===== src/sv/sphtex_pkg.sv =====
// Shared types and constants for the spherical texture coordinate block.
`timescale 1ns / 1ps

package sphtex_pkg;

  // Vertex beat: Q12.4 coordinates and the strip end mark.
  typedef struct packed {
    logic signed [15:0] pos_x;
    logic signed [15:0] pos_y;
    logic signed [15:0] pos_z;
    logic               is_last;
  } vtx_t;

  // Result beat: Q6.14 texture coordinates and the strip end mark.
  typedef struct packed {
    logic signed [19:0] tex_u;
    logic signed [19:0] tex_v;
    logic               last_out;
  } tex_t;

  localparam int CFG_W      = 3;
  localparam int CFG_IDX_W  = 1;
  localparam int ATAN_N     = 24;
  localparam int ATAN_IDX_W = 5;
  localparam int DP_W       = 36;   // CORDIC datapath width
  localparam int PROD_W     = 40;   // tiling product width
  localparam int COORD_W    = 20;

  localparam logic [CFG_IDX_W-1:0] REG_H_TILE = 1'b0;
  localparam logic [CFG_IDX_W-1:0] REG_V_TILE = 1'b1;

  localparam logic signed [DP_W-1:0]   ANG_PI   = 36'sd2147483648;
  localparam logic signed [31:0]       GAIN_Q30 = 32'sd1768195363;
  localparam logic signed [PROD_W-1:0] U_BIAS   = 40'sd2147614720; // pi plus rounding half
  localparam logic signed [PROD_W-1:0] V_HALF   = 40'sd32768;
  localparam logic signed [COORD_W:0]  SEAM_U   = 21'sd14745;
  localparam logic signed [COORD_W:0]  SEAM_V   = 21'sd13107;
  localparam logic signed [COORD_W:0]  ONE_Q14  = 21'sd16384;
  localparam logic signed [COORD_W:0]  OUT_MAX  = 21'sd524287;

  // Arctangent of 2^-i in binary angle units (pi = 2^31).
  function automatic logic [29:0] atan_entry(input logic [ATAN_IDX_W-1:0] idx);
    logic [29:0] r;
    case (idx)
      5'd0:  r = 30'd536870912;
      5'd1:  r = 30'd316933406;
      5'd2:  r = 30'd167458907;
      5'd3:  r = 30'd85004756;
      5'd4:  r = 30'd42667331;
      5'd5:  r = 30'd21354465;
      5'd6:  r = 30'd10679838;
      5'd7:  r = 30'd5340245;
      5'd8:  r = 30'd2670163;
      5'd9:  r = 30'd1335087;
      5'd10: r = 30'd667544;
      5'd11: r = 30'd333772;
      5'd12: r = 30'd166886;
      5'd13: r = 30'd83443;
      5'd14: r = 30'd41722;
      5'd15: r = 30'd20861;
      5'd16: r = 30'd10430;
      5'd17: r = 30'd5215;
      5'd18: r = 30'd2608;
      5'd19: r = 30'd1304;
      5'd20: r = 30'd652;
      5'd21: r = 30'd326;
      5'd22: r = 30'd163;
      5'd23: r = 30'd81;
      default: r = 30'd0;
    endcase
    return r;
  endfunction

endpackage


===== src/sv/spherical_texcoord_with_seam_fix.sv =====
// Spherical texture coordinate generator with strip seam repair.
`timescale 1ns / 1ps

// Usage
//   vtx channel: one vertex per beat (vtx_valid / vtx_stall). The block raises
//   vtx_stall while it works on a vertex and drops it when idle.
//   tex channel: zero to three result beats per vertex (tex_valid / tex_stall),
//   held in an output register, so a finished result may wait while the next
//   vertex is taken.
//   cfg port: cfg_we writes cfg_data into h_tile (index 0) or v_tile (index 1);
//   write only while idle.
// Operation
//   One shared CORDIC add/shift unit runs two vectoring passes back to back
//   for each vertex, then 6 seam compare steps once three vertices are held,
//   then the result beats go out; a stalled receiver holds up the emit phase.
// Reset
//   rst (synchronous) empties the vertex window, drops tex_valid and sets
//   both tiling factors to 1.
module spherical_texcoord_with_seam_fix #(
  parameter int CORDIC_ITERATIONS = 16
) (
  input  logic                                 clk,
  input  logic                                 rst,
  input  logic                                 vtx_valid,
  output logic                                 vtx_stall,
  input  sphtex_pkg::vtx_t                     vtx_data,
  output logic                                 tex_valid,
  input  logic                                 tex_stall,
  output sphtex_pkg::tex_t                     tex_data,
  input  logic                                 cfg_we,
  input  logic [sphtex_pkg::CFG_IDX_W-1:0]     cfg_index,
  input  logic [sphtex_pkg::CFG_W-1:0]         cfg_data
);

  localparam int NITER  = (CORDIC_ITERATIONS < sphtex_pkg::ATAN_N) ?
                          CORDIC_ITERATIONS : sphtex_pkg::ATAN_N;
  localparam int ITER_W = $clog2(NITER);
  localparam int W      = sphtex_pkg::DP_W;
  localparam int CW     = sphtex_pkg::COORD_W;
  localparam int PW     = sphtex_pkg::PROD_W;

  localparam logic [3:0] S_IDLE = 4'd0;
  localparam logic [3:0] S_ZMUL = 4'd1;
  localparam logic [3:0] S_PRE  = 4'd2;
  localparam logic [3:0] S_ITER = 4'd3;
  localparam logic [3:0] S_END  = 4'd4;
  localparam logic [3:0] S_UV   = 4'd5;
  localparam logic [3:0] S_SEAM = 4'd6;
  localparam logic [3:0] S_EMIT = 4'd7;

  logic [3:0]              state;
  logic [ITER_W-1:0]       iter;
  logic                    pass;          // 0: atan2 pass, 1: asin pass
  logic                    last_r;
  logic signed [15:0]      pos_z_r;
  logic signed [30:0]      zk;
  logic signed [W-1:0]     hx, vy, ang, ang1;
  logic [sphtex_pkg::CFG_W-1:0] h_tile, v_tile;

  // Vertex window, oldest first; cnt counts held entries.
  logic signed [CW-1:0]    wu [0:2];
  logic signed [CW-1:0]    wv [0:2];
  logic [1:0]              cnt;
  logic [2:0]              step;

  logic                    vtx_take, tex_load, emit_done;

  // Shared CORDIC unit
  logic [sphtex_pkg::ATAN_IDX_W-1:0] iter_idx;
  logic signed [W-1:0]     xs_sh, ys_sh, atan_v;
  logic signed [46:0]      zprod;

  // Scaling
  logic signed [PW-1:0]    pu, pv;
  logic signed [PW-1:0]    su, sv;
  logic signed [CW-1:0]    cu, cv;

  // Seam step
  logic [1:0]              pidx, qidx;
  logic signed [CW:0]      du, dv, qu_inc, qv_inc;
  logic signed [CW-1:0]    qu_new, qv_new;

  function automatic logic signed [CW-1:0] sat_coord(input logic signed [PW-1:0] x);
    logic signed [CW-1:0] r;
    if (x > PW'(sphtex_pkg::OUT_MAX)) begin
      r = {1'b0, {(CW-1){1'b1}}};
    end else if (x < -PW'(sphtex_pkg::OUT_MAX) - PW'(1)) begin
      r = {1'b1, {(CW-1){1'b0}}};
    end else begin
      r = x[CW-1:0];
    end
    return r;
  endfunction

  assign vtx_stall = (state != S_IDLE);
  assign vtx_take  = vtx_valid && !vtx_stall;

  // Shared add/shift unit operands
  always_comb begin
    iter_idx = sphtex_pkg::ATAN_IDX_W'(iter);
    xs_sh    = hx >>> iter_idx;
    ys_sh    = vy >>> iter_idx;
    atan_v   = W'(sphtex_pkg::atan_entry(iter_idx));
    zprod    = 47'(pos_z_r) * 47'(sphtex_pkg::GAIN_Q30);
  end

  // Tiling, rounding and saturation of both coordinates
  always_comb begin
    pu = $signed({{(PW-sphtex_pkg::CFG_W){1'b0}}, h_tile}) * PW'(ang1);
    pv = $signed({{(PW-sphtex_pkg::CFG_W){1'b0}}, v_tile}) * PW'(ang);
    su = (pu + sphtex_pkg::U_BIAS) >>> 18;
    sv = (pv + sphtex_pkg::V_HALF) >>> 16;
    cu = sat_coord(su);
    cv = sat_coord(sv);
  end

  // Seam pair order: a-b, b-a, a-c, c-a, b-c, c-b
  always_comb begin
    case (step)
      3'd0:    begin pidx = 2'd0; qidx = 2'd1; end
      3'd1:    begin pidx = 2'd1; qidx = 2'd0; end
      3'd2:    begin pidx = 2'd0; qidx = 2'd2; end
      3'd3:    begin pidx = 2'd2; qidx = 2'd0; end
      3'd4:    begin pidx = 2'd1; qidx = 2'd2; end
      3'd5:    begin pidx = 2'd2; qidx = 2'd1; end
      default: begin pidx = 2'd0; qidx = 2'd1; end
    endcase
    du     = (CW+1)'(wu[pidx]) - (CW+1)'(wu[qidx]);
    dv     = (CW+1)'(wv[pidx]) - (CW+1)'(wv[qidx]);
    qu_inc = (CW+1)'(wu[qidx]) + sphtex_pkg::ONE_Q14;
    qv_inc = (CW+1)'(wv[qidx]) + sphtex_pkg::ONE_Q14;
    if (du > sphtex_pkg::SEAM_U) begin
      qu_new = (qu_inc > sphtex_pkg::OUT_MAX) ? CW'(sphtex_pkg::OUT_MAX) : qu_inc[CW-1:0];
    end else begin
      qu_new = wu[qidx];
    end
    if (dv > sphtex_pkg::SEAM_V) begin
      qv_new = (qv_inc > sphtex_pkg::OUT_MAX) ? CW'(sphtex_pkg::OUT_MAX) : qv_inc[CW-1:0];
    end else begin
      qv_new = wv[qidx];
    end
  end

  // Emit the oldest entry while the flush or the full window calls for it.
  assign emit_done = last_r ? (cnt == 2'd0) : (cnt != 2'd3);
  assign tex_load  = (state == S_EMIT) && !emit_done && (!tex_valid || !tex_stall);

  // Configuration registers
  always_ff @(posedge clk) begin
    if (rst) begin
      h_tile <= sphtex_pkg::CFG_W'(1);
      v_tile <= sphtex_pkg::CFG_W'(1);
    end else if (cfg_we) begin
      case (cfg_index)
        sphtex_pkg::REG_H_TILE: h_tile <= cfg_data;
        sphtex_pkg::REG_V_TILE: v_tile <= cfg_data;
        default: ;
      endcase
    end
  end

  // Output register
  always_ff @(posedge clk) begin
    if (rst) begin
      tex_valid <= 1'b0;
    end else if (tex_load) begin
      tex_valid <= 1'b1;
    end else if (!tex_stall) begin
      tex_valid <= 1'b0;
    end
  end

  always_ff @(posedge clk) begin
    if (tex_load) begin
      tex_data.tex_u    <= wu[0];
      tex_data.tex_v    <= wv[0];
      tex_data.last_out <= last_r && (cnt == 2'd1);
    end
  end

  // Sequencer
  always_ff @(posedge clk) begin
    if (rst) begin
      state <= S_IDLE;
      cnt   <= 2'd0;
      iter  <= '0;
      step  <= 3'd0;
      pass  <= 1'b0;
    end else begin
      case (state)
        S_IDLE: begin
          if (vtx_take) begin
            hx      <= {{(W-30){vtx_data.pos_y[15]}}, vtx_data.pos_y, 14'b0};
            vy      <= {{(W-30){vtx_data.pos_x[15]}}, vtx_data.pos_x, 14'b0};
            pos_z_r <= vtx_data.pos_z;
            last_r  <= vtx_data.is_last;
            pass    <= 1'b0;
            state   <= S_ZMUL;
          end
        end
        S_ZMUL: begin
          zk    <= zprod[46:16];
          state <= S_PRE;
        end
        S_PRE: begin
          iter <= '0;
          if (hx == '0 && vy == '0) begin
            ang   <= '0;
            state <= S_END;
          end else begin
            if (hx[W-1]) begin
              ang <= vy[W-1] ? -sphtex_pkg::ANG_PI : sphtex_pkg::ANG_PI;
              hx  <= -hx;
              vy  <= -vy;
            end else begin
              ang <= '0;
            end
            state <= S_ITER;
          end
        end
        S_ITER: begin
          if (!vy[W-1]) begin
            hx  <= hx + ys_sh;
            vy  <= vy - xs_sh;
            ang <= ang + atan_v;
          end else begin
            hx  <= hx - ys_sh;
            vy  <= vy + xs_sh;
            ang <= ang - atan_v;
          end
          if (iter == ITER_W'(NITER - 1)) begin
            state <= S_END;
          end else begin
            iter <= iter + 1'b1;
          end
        end
        S_END: begin
          if (!pass) begin
            // Hand the gain-scaled planar length and K*z to the second pass.
            ang1  <= ang;
            vy    <= W'(zk);
            pass  <= 1'b1;
            state <= S_PRE;
          end else begin
            state <= S_UV;
          end
        end
        S_UV: begin
          wu[cnt] <= cu;
          wv[cnt] <= cv;
          cnt     <= cnt + 2'd1;
          step    <= 3'd0;
          state   <= (cnt == 2'd2) ? S_SEAM : S_EMIT;
        end
        S_SEAM: begin
          wu[qidx] <= qu_new;
          wv[qidx] <= qv_new;
          step     <= step + 3'd1;
          if (step == 3'd5) begin
            state <= S_EMIT;
          end
        end
        S_EMIT: begin
          if (emit_done) begin
            state <= S_IDLE;
          end else if (tex_load) begin
            wu[0] <= wu[1];
            wu[1] <= wu[2];
            wv[0] <= wv[1];
            wv[1] <= wv[2];
            cnt   <= cnt - 2'd1;
          end
        end
        default: state <= S_IDLE;
      endcase
    end
  end

endmodule


===== config.mk =====
export PLATFORM = sky130hd
export DESIGN_NAME = spherical_texcoord_with_seam_fix
export DESIGN_NICKNAME = d
export VERILOG_FILES = /design/src/sv/sphtex_pkg.sv /design/src/sv/spherical_texcoord_with_seam_fix.sv
export SDC_FILE = /design/constraint.sdc
export NUM_CORES = 2
export LEC_CHECK = 0
export BUFFER_PORTS_ARGS = -buffer_cell sky130_fd_sc_hd__buf_2
export CORE_MARGIN = 1.5
export CORE_UTILIZATION = 45
export CTS_BUF_LIST = sky130_fd_sc_hd__clkbuf_2 sky130_fd_sc_hd__clkbuf_4 sky130_fd_sc_hd__clkbuf_8
export DETAILED_ROUTE_END_ITERATION = 16
export PLACE_DENSITY = 0.66
export RECOVER_POWER = 25
export SYNTH_ARGS = -nofsm -noshare
export SYNTH_HDL_FRONTEND = slang
export SYNTH_SLANG_ARGS = --single-unit

===== constraint.sdc =====
create_clock -name clk -period 7.8 [get_ports clk]
set_input_delay 1.17 -clock clk [delete_from_list [all_inputs] [get_ports clk]]
set_output_delay 1.17 -clock clk [all_outputs]
set_load 0.02 [all_outputs]

-- Word-level counts from Yosys, hierarchy flattened
Memory sizes are Yosys's and may differ from the RTL's. A register that Yosys moved wholly into a read port is not among the register bits.
Index checks and enable logic that the tools add are counted.
W data, S select, Z words.
- register bits: 214
- bits in latches: 0
- bits in writable memories: 120
- memory bits (read-only): 480
- input bits: 58
- output and inout bits: 43
- word-level logic and storage cells: 193
- memories: 3
- memory list (name ; depth ; width ; rd ports ; clocked after memory_dff ; write ports ; RTL line ; source):
    (no name shown) ; 16 ; 30 ; 1 ; 1 ; 0 ; sphtex_pkg.sv:44 ; case (idx)
    wu ; 3 ; 20 ; 5 ; 1 ; 2 ; spherical_texcoord_with_seam_fix.sv:61 ; logic signed [CW-1:0] wu [0:2];
    wv ; 3 ; 20 ; 5 ; 1 ; 2 ; spherical_texcoord_with_seam_fix.sv:62 ; logic signed [CW-1:0] wv [0:2];
- add/sub/neg operators: 18
- multipliers: 3
- div/mod/pow operators: 0
- order comparisons: 8
- equal/unequal tests: 27
- shift operators: 2
- mux-type cells: 70
- bitwise gates (word level): 3
- reductions and logical operators: 42
- operators with widths (operator ; number):
    $mux W36 ; 13
    $mux W20 ; 12
    $pmux W36 S4 ; 1
    $pmux W36 S3 ; 1
    $mul A4 B36 Y40 ; 2
    $reduce_or A20 Y1 ; 4
    $add A36 B36 Y36 ; 2
    $logic_not A36 Y1 ; 2
    $neg A36 Y36 ; 2
    $pmux W36 S2 ; 1
    $sshr A36 B4 Y36 ; 2
    $sub A36 B36 Y36 ; 2
    $mul A16 B32 Y47 const B ; 1
    $add A20 B16 Y21 const B ; 2
    $gt A21 B15 Y1 const B ; 2
    $gt A21 B20 Y1 const B ; 2
    $sub A20 B20 Y21 ; 2
    $add A40 B17 Y40 const B ; 1
    $add A40 B33 Y40 const B ; 1
    $add A36 B31 Y36 ; 1
    $sub A36 B31 Y36 ; 1
    $pmux W4 S8 ; 1
    $mux W4 ; 7
    $gt A24 B20 Y1 const B ; 1
    other kinds (40) ; 107

-- Longest topological paths before layout
- depth in word-level cells: 12
- gate-level depth with buffers: 28
- mapped depth without buffers: 24

-- Worst setup path after synthesis
Ideal clock, no wire load.
- kind: register -> register
- from: register pos_z_r[15]
- to: register zk[29], data pin
- library setup time: 195 ps
- data arrival time: 5878 ps
- required time: 7605 ps
- slack: 1727 ps
- cell stages (with the launch flop): 20
- path buffers: 0
- clock period less this slack: 6073 ps
- cell sequence: edfxtp_1 ha_1 inv_1 fa_1 fa_1 inv_1 fa_1 ha_1 fa_1 ha_1 and4_1 a21oi_1 a31oi_1 o31a_1 a31o_2 a31oi_1 o31ai_1 a21oi_1 or3b_2 o311ai_0
- word-level cells in the longest chain between the ends: 1
- RTL lines (item ; RTL line ; source):
    from (decl) ; spherical_texcoord_with_seam_fix.sv:55 ; logic signed [15:0] pos_z_r;
    from (signal assigned) ; spherical_texcoord_with_seam_fix.sv:195 ; pos_z_r <= vtx_data.pos_z;
    $mul A16 B32 Y47 ; spherical_texcoord_with_seam_fix.sv:104 ; zprod = 47'(pos_z_r) * 47'(sphtex_pkg::GAIN_Q30);
    net zprod[45] ; spherical_texcoord_with_seam_fix.sv:71 ; logic signed [46:0] zprod;
    to (signal assigned) ; spherical_texcoord_with_seam_fix.sv:202 ; zk <= zprod[46:16];
    to (decl) ; spherical_texcoord_with_seam_fix.sv:56 ; logic signed [30:0] zk;
The timed path passes the listed nets, and every way through them passes these cells.
A chain may end at the register's enable or synchronous reset.

-- Final worst setup path
- from: register pos_z_r[10]
- to: register zk[29], data pin
The elaborated chain is that of the path after synthesis.

==> results.tsv <==
metric	value	unit
status	complete, but fails checks	
failing checks	max-capacitance violations, max-slew violations	
RSZ-0062 raised after global routing	no	
initial drt markers	3018	
clock latency on the worst-skew pair	780	ps
post-synth net total	5857	
Clock Path Buffers	3	
startpoint types	register	
Max Cap Violations	5	
area share of the largest cell type after synthesis	24.5	%
Port Buf Inserts	100	
Final Cycle Share	87.8	%
TritonCTS clock tree	yes	
routed wl met2	61.3	mm
Worst Hold Slack	484	ps
DP Wirelength	98.6	mm
Net Sw Frac	41.8	%
Finish-stage setup viols	0	
dpl cells	6354	
Post-Syn Instances	5022	
Cell Pwr Density	242	nW/um^2
Yosys top cell by area	edfxtp_1	
Die Height	330	um
setup bufs post-CTS	0	
sequential share of the synthesized area	26.6	%
H-tree depth	3	
drt first pass iters	7	
slew of the pin with the lowest slew margin	2910	ps
CTS buffer count	84	
clk_skew	54.0	ps
crit path max fanout	7	
clock share of power	19.3	%
top cells by area, synth	edfxtp_1 (25%), ha_1 (15%), fa_1 (8.3%)	
EDFF count, synth	393	
row cnt	119	
fillers	9957	
minimum clock period	6850	ps
worst path buffer plus inverter count	2	
Final ANT Viol Nets	0	
LEAKAGE	21.8	nW
switching power	5.23	mW
Core Box Area	106000	sq um
share of layout cells above drive strength 1	9.11	%
Req. time, crit path	8330	ps
fmax	146	MHz
IO Pins	101	
Hold Buf Count CTS	0	
GRT Total Usage	23.8	%
Netlist cell types	95	
crit path max-delay cell type	edfxtp_1	
clk slew on worst S/H paths	70	ps
Area Growth Syn to Fin	7.27	%
largest net degree at the start of global routing	91	
Setup TNS Final	0	ps
highest routed layer	met4	
initial antenna violation count	3	
post-CTS sizing	0	
gr ovfl total	0	
first-pass GRT wire length	207	mm
Post-Route WL	130	mm
final std cells w/o fill	6507	
Final Hold Fails	0	
Flop pwr share	26.0	%
vias per cell	5.95	
synthesis warning total	0	
CP delay by family, top	adder cells	
RePlAce Congestion	0.934	
met1 wire length	56.6	mm
synthesized area per cell	9.59	sq um
Cell Area, Synth	48200	sq um
Initial Utilization	45.5	%
combinational share of power	54.7	%
Crit Path Class	reg2reg	
Worst setup EP type	register	
Die Wd	330	um
CP most frequent cell	fa_1	
#FFs+latches synth	443	
die area	109000	sq um
CP Cell Sequence	ha_1 > ha_1 > inv_1 > fa_1 > fa_1 > fa_1 > inv_1 > fa_1 > ha_1 > a211oi_1 > nand2_1 > o21ai_0 > a21oi_1 > o31a_1 > a31o_2 > a31oi_1 > o31ai_1 > a21oi_1 > or3b_2 > o311ai_0	
vias in the first global route	37837	
root buf cell	clkbuf_8	
ys flop type	edfxtp_1	
Int Pwr	7.29	mW
Residual DRC	0	
slowest stage delay, CP	570	ps
via count	38703	
VDD IR-drop max	0.496	mV
Slew Limit Fails	185	
fraction of registers with async set or reset after synthesis	0	%
crit path DAT	7370	ps
clock sink count	443	
final net count	5884	
relative slew slack	-94.9	%
wire per inst	19.9	um
met3 WL	7.93	mm
Hold WC Path Type	reg2reg	
[power groups by stage]
stage | clock, mW | sequential (mW) | combinational (mW)
2_1_floorplan | 0 | 3.16 | 5.33
3_3_place_gp | 0 | 3.29 | 6.72
3_5_place_dp | 0 | 3.29 | 6.79
4_1_cts | 2.47 | 3.25 | 6.87
5_1_grt | 2.56 | 3.27 | 7.73
6_report | 2.42 | 3.26 | 6.85
[Yosys cell counts (12+ instances only)]
library cell  count
or3_1            29
mux2i_1          55
and2_1          227
a21o_1          111
a21oi_1         319
nand3_1          91
a31o_2           14
buf_2            12
or2_2            23
o21bai_1         27
buf_1            27
edfxtp_1        393
a22oi_1          18
a31oi_1          73
xnor2_1         199
a211oi_1         27
mux2_2           43
and3_1           27
o21ai_0         291
nand4_1          47
clkbuf_1        156
nor2b_1          38
o31ai_1          26
mux4_2          113
nor2_1          340
dfxtp_1          50
or4_1            17
xor2_1          129
o211ai_1         40
inv_1           382
ha_1            577
nand2b_1         41
fa_1            200
mux4_1           17
nor4_1           38
nor3_1          108
o21a_1           56
o22ai_1          22
nand2_1         370
o221ai_1         19
nor3b_1          15
[cells in the final DEF (no fill, tap or decap), drive strengths merged, types with 110 or more instances in the layout]
cell    netlist  layout
o21ai       292     292
nor3        110     110
mux4        130     130
xnor2       199     199
nand2       370     370
and2        227     227
inv         383     392
a21o        111     111
a21oi       319     319
fa          200     200
ha          577     577
clkbuf      158     159
xor2        129     129
edfxtp      393     393
nor2        341     341
[per-layer routing]
metal,global-route usage [%],up-vias
li1,-,18458
met1,32.0,18762
met2,39.5,1263
met3,3.45,220
met4,7.62,0
met5,0,-
[area by class of cell]
class	instances	area (sq um)	area share, %
multi-input cells	3982	33100	64.1
diodes	3	7.51	0.0145
well taps	1391	1740	3.37
clock buffers	106	1330	2.57
repair buffers	153	832	1.61
clock inverters	44	379	0.734
inverters	385	1450	2.80
flip-flops and latches	443	12800	24.8
[flip-flops by register name, indices dropped and copies added, names as in the netlist, 16 cells and up]
signal and count:
ang 36, ang1 36, atan_v 30, hx 36
pos_z_r 16, tex_data 41, vy 36, wu 80
wv 80, zk 31
[kinds of logic (layout without fill, tap and decap cells)]
logic type,count (synthesis),in the layout,synth area share (%)
adder cells (fa/ha/maj),777,777,23.3
other,0,3,0
buffers and inverters,597,688,4.92
multiplexers,229,229,8.39
AO/OA/AOI/OAI,1189,1189,15.7
AND/OR/NAND/NOR,1459,1459,15.1
XOR/XNOR,328,328,5.97
flip-flops,443,443,26.6
[path summary, 6_finish.rpt]
check                         from                      to  slack, ps  cells past startpoint
max          pos_z_r[10]$_DFFE_PP_        zk[29]$_DFFE_PP_        950                     20
min            wu[0][18]$_DFFE_PP_  tex_data[39]$_DFFE_PP_        480                      0
max reg2reg  pos_z_r[10]$_DFFE_PP_        zk[29]$_DFFE_PP_        950                     20
min reg2reg    wu[0][18]$_DFFE_PP_  tex_data[39]$_DFFE_PP_        480                      0
[per-stage QoR]
| stage | power (mW) | setup slack, ps | util, % | area, sq um |
|---|---|---|---|---|
| final | 12.5 | 955 | 48.9 | 51700 |
| after global routing | 13.6 | 411 | 48.9 | 51600 |
| after CTS | 12.6 | 995 | 48.9 | 51700 |
| after detailed placement | 10.1 | 1070 | 47.3 | 50000 |
| after global placement | 10.0 | 1230 | 47.3 | 50000 |
| after floorplan | 8.50 | 1730 | - | 48200 |
(Power assumes the default switching activity.)
